[src/rtl/core/bce_pkg.sv]
`default_nettype none
package bce_pkg;

   localparam int FRAC_BITS = 16;
   localparam int IN_W      = FRAC_BITS + 1;
   localparam int LOSS_W    = 40;
   localparam int LOG_FBITS = 24;
   localparam int N_W       = 29;
   localparam int LN_W      = 21;
   localparam int ACC_W     = 40;
   localparam int DIV_W     = LOSS_W + 1;
   localparam int STEP_W    = 6;

   localparam logic [IN_W-1:0]   ONE_FX   = IN_W'(1) << FRAC_BITS;
   localparam logic [IN_W-1:0]   PRED_MAX = ONE_FX - IN_W'(1);
   localparam logic [31:0]       LN2_Q32  = 32'd2977044472;
   localparam logic [LOSS_W-1:0] LOSS_MAX = '1;

   localparam logic [1:0] MODE_MEAN = 2'd0;
   localparam logic [1:0] MODE_SUM  = 2'd1;
   localparam logic [1:0] MODE_NONE = 2'd2;

   localparam logic REG_REDUCTION_MODE = 1'b0;

   typedef enum logic [3:0] {
      ST_IDLE,
      ST_NORM,
      ST_SQUARE,
      ST_SCALE,
      ST_ROUND,
      ST_MAC1,
      ST_MAC2,
      ST_ACCUM,
      ST_DIV_LOAD,
      ST_DIVIDE,
      ST_EMIT
   } bce_state_type;

   typedef struct packed {
      logic load_item;
      logic log_load;
      logic log_sel_q;
      logic sq_step;
      logic scale;
      logic ln_store_p;
      logic ln_store_q;
      logic mac1;
      logic mac2;
      logic accum;
      logic div_load;
      logic div_step;
      logic emit;
   } bce_cmd_type;

   typedef struct packed {
      logic item_last;
      logic mode_sum;
      logic out_free;
   } bce_status_type;

endpackage
`default_nettype wire

[src/rtl/core/bce_ctrl.sv]
`default_nettype none
module bce_ctrl (
   input  wire logic                    clock,
   input  wire logic                    reset,
   input  wire logic                    req_valid,
   output logic                         req_stall,
   input  wire bce_pkg::bce_status_type status,
   output bce_pkg::bce_cmd_type         cmd
);
   import bce_pkg::*;

   bce_state_type state_ff, state_in;
   logic [STEP_W-1:0] step_ff, step_in;
   logic which_ff, which_in;

   always_ff @(posedge clock) begin
      if (reset) begin
         state_ff <= ST_IDLE;
         step_ff  <= '0;
         which_ff <= 1'b0;
      end else begin
         state_ff <= state_in;
         step_ff  <= step_in;
         which_ff <= which_in;
      end
   end

   always_comb begin
      state_in  = state_ff;
      step_in   = step_ff;
      which_in  = which_ff;
      cmd       = '0;
      req_stall = 1'b1;
      case (state_ff)
         ST_IDLE: begin
            req_stall = 1'b0;
            if (req_valid) begin
               cmd.load_item = 1'b1;
               which_in      = 1'b0;
               state_in      = ST_NORM;
            end
         end
         ST_NORM: begin
            cmd.log_load  = 1'b1;
            cmd.log_sel_q = which_ff;
            step_in       = '0;
            state_in      = ST_SQUARE;
         end
         ST_SQUARE: begin
            cmd.sq_step = 1'b1;
            step_in     = step_ff + STEP_W'(1);
            if (step_ff == STEP_W'(LOG_FBITS - 1)) begin
               state_in = ST_SCALE;
            end
         end
         ST_SCALE: begin
            cmd.scale = 1'b1;
            state_in  = ST_ROUND;
         end
         ST_ROUND: begin
            if (!which_ff) begin
               cmd.ln_store_p = 1'b1;
               which_in       = 1'b1;
               state_in       = ST_NORM;
            end else begin
               cmd.ln_store_q = 1'b1;
               state_in       = ST_MAC1;
            end
         end
         ST_MAC1: begin
            cmd.mac1 = 1'b1;
            state_in = ST_MAC2;
         end
         ST_MAC2: begin
            cmd.mac2 = 1'b1;
            state_in = ST_ACCUM;
         end
         ST_ACCUM: begin
            cmd.accum = 1'b1;
            if (!status.item_last) begin
               state_in = ST_IDLE;
            end else if (status.mode_sum) begin
               state_in = ST_EMIT;
            end else begin
               state_in = ST_DIV_LOAD;
            end
         end
         ST_DIV_LOAD: begin
            cmd.div_load = 1'b1;
            step_in      = '0;
            state_in     = ST_DIVIDE;
         end
         ST_DIVIDE: begin
            cmd.div_step = 1'b1;
            step_in      = step_ff + STEP_W'(1);
            if (step_ff == STEP_W'(DIV_W - 1)) begin
               state_in = ST_EMIT;
            end
         end
         ST_EMIT: begin
            // hold until the output register can take the beat
            if (status.out_free) begin
               cmd.emit = 1'b1;
               state_in = ST_IDLE;
            end
         end
         default: begin
            state_in = ST_IDLE;
         end
      endcase
   end

endmodule
`default_nettype wire

[config.mk]
export PLATFORM = sky130hd
export DESIGN_NAME = bce_ctrl
export DESIGN_NICKNAME = d
export VERILOG_FILES = /design/src/rtl/core/bce_pkg.sv /design/src/rtl/core/bce_ctrl.sv
export SDC_FILE = /design/constraint.sdc
export NUM_CORES = 1
export LEC_CHECK = 0
export CAP_MARGIN = 20
export CORE_AREA = 4 4 41 43
export CTS_BUF_LIST = sky130_fd_sc_hd__clkbuf_4 sky130_fd_sc_hd__clkbuf_8
export CTS_CLUSTER_DIAMETER = 80
export CTS_CLUSTER_SIZE = 14
export DETAILED_ROUTE_END_ITERATION = 12
export DIE_AREA = 0 0 45 47
export DONT_BUFFER_PORTS = 1
export PLACE_DENSITY = 0.72
export SKIP_LAST_GASP = 1
export SYNTH_ARGS = -nofsm -noshare
export SYNTH_HDL_FRONTEND = slang
export SYNTH_SLANG_ARGS = --single-unit
[constraint.sdc]
create_clock -name clock -period 2.92 [get_ports clock]
set_clock_uncertainty 0.05 [all_clocks]
set_input_delay 0.146 -clock clock [delete_from_list [all_inputs] [get_ports clock]]
set_output_delay 0.146 -clock clock [all_outputs]
set_load 0.01 [all_outputs]
# Yosys cells after proc, flatten, opt, wreduce, memory -nomap -nowiden
# Index checks and enable logic that the tools add are counted.
# classes
n_shift	0
eq_ne	16
n_mul	0
muxes	27
div_mod_pow	0
addsub	1
bitwise_logic	0
magnitude_cmp	0
reduce_logical	7
# ops
op	n
$pmux W4 S11	1
$mux W4	5
$eq A4 B3 Y1 const B	4
$mux W1	15
$eq A4 B4 Y1 const B	3
$pmux W6 S2	1
$eq A4 B2 Y1 const B	2
$ne A2 B2 Y1 const B	4
$add A6 B1 Y6 const B	1
$eq A6 B5 Y1 const B	1
$eq A6 B6 Y1 const B	1
$mux W2	3
$eq A4 B1 Y1 const B	1
$logic_not A4 Y1	1
$reduce_and A4 Y1	1
$reduce_bool A2 Y1	2
$reduce_or A2 Y1	2
$mux W3	1
$pmux W1 S2	1
$reduce_and A2 Y1	1
# totals
ram_bits	0
out_inout_bits	14
wordCells	54
reg_bits	11
in_bits	6
memories	0
mem_bits_ro	0
latchBits	0

# Logic depth before layout (Yosys ltp)
# logic_depth
depth_word	3
ltp_mapped	6
mapped_depth_nobuf	6

# Worst setup path after synthesis
# Ideal clock, no wire load.
# synth_path
path_kind	register -> register
start	reg state_ff[3]
end	reg state_ff[1]
setup_ns	0.088
setup_slack_ns	1.310
path_buffers	1
arrival_time_ns	1.472
required_ns	2.782
period_less_slack_ns	1.610
stages_incl_launch_ff	7
path_cell_list	dfxtp_1 -> buf_6 -> or4b_4 -> clkinv_2 -> o21ai_2 -> and2_4 -> a311oi_2
# synth_via
elab_chain_len	3
word_cells_on_any_way	17
classes_between	14 x eq/ne; 1 x mux; 2 x reduce/logical
# synth_lines
item	line_no	text
from (decl)	bce_ctrl.sv:12	bce_state_type state_ff, state_in;
from (signal assigned)	bce_ctrl.sv:22	state_ff <= state_in;
$eq A4 B4 Y1, or another cell as far along	bce_ctrl.sv:34	case (state_ff)
$ne A2 B2 Y1 (no source line)	n/a	
$reduce_and A4 Y1 (no source line)	n/a	
# Parallel ways exist; a longest one is shown, timed or not.
# A chain may end at the register's enable or synchronous reset.

# Worst setup path in the final report
# layout_path
start	reg state_ff[1]
end	reg state_ff[1]
# Same word-level chain as after synthesis.

==> impl_results.rst <==
.. list-table::
   :header-rows: 1

   * - Metric
     - Value
   * - Net total in the final layout
     - 109
   * - # clock sinks
     - 11
   * - Worst path cell trace
     - or4b_4 -> clkinv_2 -> o21ai_2 -> and2_4 -> a311oi_2
   * - Worst reg2reg path startpoint
     - state_ff[1]$_SDFFE_PP0P_
   * - H-tree Lvls
     - 1
   * - Cell internal pwr
     - 0.000345 W
   * - Max-capacitance violation count
     - 0
   * - Setup repair after global routing missed its margin
     - no
   * - Number of iterations in the first detailed-routing pass
     - 4
   * - Max-slew headroom at the worst pin
     - 0.596
   * - Commonest cells after routing, fill and taps aside
     - nor2_1 (13), dfxtp_1 (11), a21oi_1 (9), nor3_1 (7), o21ai_0 (7)
   * - CP Launch Type
     - register
   * - Y dimension of the die
     - 47 µm
   * - Final global-route overflow total
     - 0
   * - Effective utilization at floorplan
     - 0.597
   * - Std-Cell Core Area
     - 1300 µm²
   * - CP required
     - 3.05 ns
   * - Count of input and output buffers
     - 0
   * - Critical Path Max Stage Delay
     - 0.71 ns
   * - 1st-iter DRT viols
     - 29
   * - Post-synthesis instance total
     - 104
   * - Sequential fraction of the synthesis area
     - 0.283
   * - Post-detailed-route via-to-cell ratio
     - 6.19
   * - Hold Fails Final Rpt
     - 0
   * - Tot GR Track Use
     - 0.175
   * - Final design area excluding fillers
     - 791 µm²
   * - Net switching share of the total power
     - 0.441
   * - Status
     - finished clean
   * - Initial antenna violation count
     - 0
   * - Total negative slack for setup checks
     - 0 ns
   * - Net Switching
     - 0.000272 W
   * - CP arrival
     - 2.12 ns
   * - Synthesis-to-layout area growth
     - 1.77%
   * - Longest Clk Path Bufs
     - 2
   * - Crit share post-route
     - 0.681
   * - Leakage power total
     - 0.282 nW
   * - Largest net degree at the start of global routing
     - 22
   * - Routed length per placed instance
     - 14.2 µm
   * - Worst hold margin
     - 0.0514 ns
   * - Antenna-violating nets left
     - 0
   * - Critical path peak fanout
     - 21
   * - Final estimated routing congestion in global placement
     - 0.786
   * - Crit path max-delay family
     - simple AND/OR/NAND/NOR gates
   * - GRT busiest layer
     - met1
   * - Met3 track demand over resource
     - 0.0536
   * - Post-Route Utilization
     - 0.608
   * - FF-to-FF path depth
     - 5
   * - Share of total power in sequential cells
     - 0.389
   * - Share of power burned in the clock network
     - 0.186
   * - Post-Syn Nets
     - 112
   * - Via count
     - 712
   * - Launch instance of the worst min-delay path
     - req_valid
   * - Number of enable-type register cells in the synthesized netlist
     - 0
   * - GRT met2 Usage
     - 0.232
   * - Ratio of cells with drive above 1 in the final layout
     - 0.110
   * - Highest clock frequency the design can meet
     - 503 MHz
   * - TritonCTS clock tree
     - built
   * - Clock network latency to the later pin of the worst-skew pair
     - 0.27 ns
   * - DRT Wirelength
     - 1640 µm
   * - Hold Path Stages
     - 3
   * - Die Footprint
     - 2120 µm²
   * - HPWL after detailed placement
     - 1120 µm
   * - Internal reg-to-reg setup slack
     - 0.93 ns
   * - Number of synthesis warnings
     - 0
   * - IO Pins
     - 20
   * - Maximum ir drop on the vdd rail
     - 0.000394 V
   * - Power density over the cells
     - 781 nW/µm²
   * - Worst setup timing slack at the placement stage
     - 0.952 ns
   * - Horiz. Die Dim
     - 45 µm
   * - Most used flip-flop cell after synthesis
     - dfxtp_1
   * - DRC violation count after routing
     - 0
   * - Total inserted antenna cells
     - 0
   * - Share of synthesized registers carrying an async set or reset
     - 0
   * - Min-Delay Endpoint
     - which_ff$_SDFFE_PP0P_
   * - Final period demand of the worst path
     - 1.99 ns
   * - Cell depth of the worst setup path
     - 5
   * - Share of total power in combinational logic
     - 0.425
   * - Total clock buffers created by CTS
     - 3
   * - Master of the slowest instance on the critical path
     - dfxtp_1
   * - Terminus of the critical flop-to-flop path
     - state_ff[1]$_SDFFE_PP0P_
   * - Hold Path Class
     - in -> reg
   * - Smallest setup slack after layout
     - 0.931 ns
   * - Commonest non-fill, non-tap cell in the layout
     - nor2_1
   * - Tightest Pin Transition
     - 0.605 ns
   * - Clock slew at the register clock pins of the worst setup and hold paths
     - 0.07 ns
   * - Kind of critical path
     - reg -> reg
   * - Startpoint of the worst setup timing path
     - state_ff[1]$_SDFFE_PP0P_
   * - Mapped Area
     - 777 µm²
   * - Global-route wire length before repair
     - 2730 µm
   * - Final slew viol count
     - 0
   * - Mean cell area of the mapped netlist
     - 7.47 µm²
   * - Library cells used by synthesis
     - 35
   * - Buffers and inverters on the worst path
     - 1
   * - Global-route track usage on met1
     - 0.258
   * - Number of synthesized register bits
     - 11
   * - Clock tree root driver cell
     - clkbuf_4
   * - Setup violation total in the final timing report
     - 0
   * - Via count of the first global-routing pass
     - 598
   * - CP Capture Type
     - register
   * - Row Count
     - 13
   * - Standard cell area after detailed placement
     - 751 µm²
area by class of cell:
type / count / area [µm²]
sequential: 11 / 220
multi-input combinational: 80 / 495
fill: 128 / 510
timing repair buffer: 1 / 10.0
clock buffer: 4 / 30.0
tap: 15 / 18.8
inverter: 4 / 16.3
per-layer routing:
metal  share of wire  up-vias
li1                -      365
met1            0.50      321
met2            0.43       24
met3           0.067        2
met4          0.0061        0
met5               0        -
logic make-up (layout without fill, tap and decap cells):
logic type                 count (synthesis)  count (layout)  share of synthesized area
and+or+nand+nor                           52              52                      0.391
adders and majority gates                  2               2                     0.0322
AOI/OAI and AO/OA                         25              25                      0.203
xor gates and xnor gates                   1               1                     0.0113
buffers and inverters                     13               9                     0.0789
DFF                                       11              11                      0.283
worst reg2reg max path: stages, from the launching register on:
cell and delay, ns:
dfxtp_1 0.71, or4b_4 0.58, clkinv_2 0.10, o21ai_2 0.07
and2_4 0.17, a311oi_2 0.23
sequential cells by signal, indices dropped and copies added (netlist names):
register,count
which_ff,1
state_ff,4
step_ff,6
cells in the mapped netlist (all sizes together) (2+ instances only):
master  count  share of area
nor2       13          0.063
dfxtp      11           0.28
a21oi       9          0.058
o21ai       8          0.056
clkbuf      7          0.034
nor3        7          0.045
nand2       5          0.027
and2        4          0.035
nand3       4          0.026
nand3b      4          0.039
inv         3          0.014
a211oi      2          0.019
a41oi       2          0.023
and3        2          0.016
buf         2          0.024
ha          2          0.032
nand2b      2          0.016
nand4b      2          0.023
nor3b       2          0.019
nor4        2          0.016
stage by stage:
step | power (W) | std cells
2_1_floorplan | 0.000472 | 104
3_3_place_gp | 0.000491 | 110
3_5_place_dp | 0.000501 | 110
4_1_cts | 0.000620 | 115
5_1_grt | 0.000665 | 115
6_report | 0.000618 | 115
how the worst max path moves through the flow:
stage | endpoint | slack (ns)
finish | state_ff[1]$_SDFFE_PP0P_ | 0.93
global route | step_ff[5]$_SDFFE_PP0P_ | 0.81
CTS | state_ff[1]$_SDFFE_PP0P_ | 0.94
detailed placement | state_ff[1]$_SDFFE_PP0P_ | 0.95
global placement | state_ff[1]$_SDFFE_PP0P_ | 1.03
floorplan | state_ff[1]$_SDFFE_PP0P_ | 1.31
what timing repair did:
action                    in CTS  in global routing
resized for setup              0                  0
setup buffers                  0                  0
hold endpoints to repair      11                  0
hold buffers                   1                  0
power groups by stage:
stage	sequential (W)	combinational, W	clock (W)
2_1_floorplan	0.000185	0.000287	0
3_3_place_gp	0.000239	0.000252	0
3_5_place_dp	0.000243	0.000259	0
4_1_cts	0.000239	0.000263	0.000118
5_1_grt	0.000250	0.000288	0.000128
6_report	0.000240	0.000262	0.000115
(Power assumes the default switching activity.)
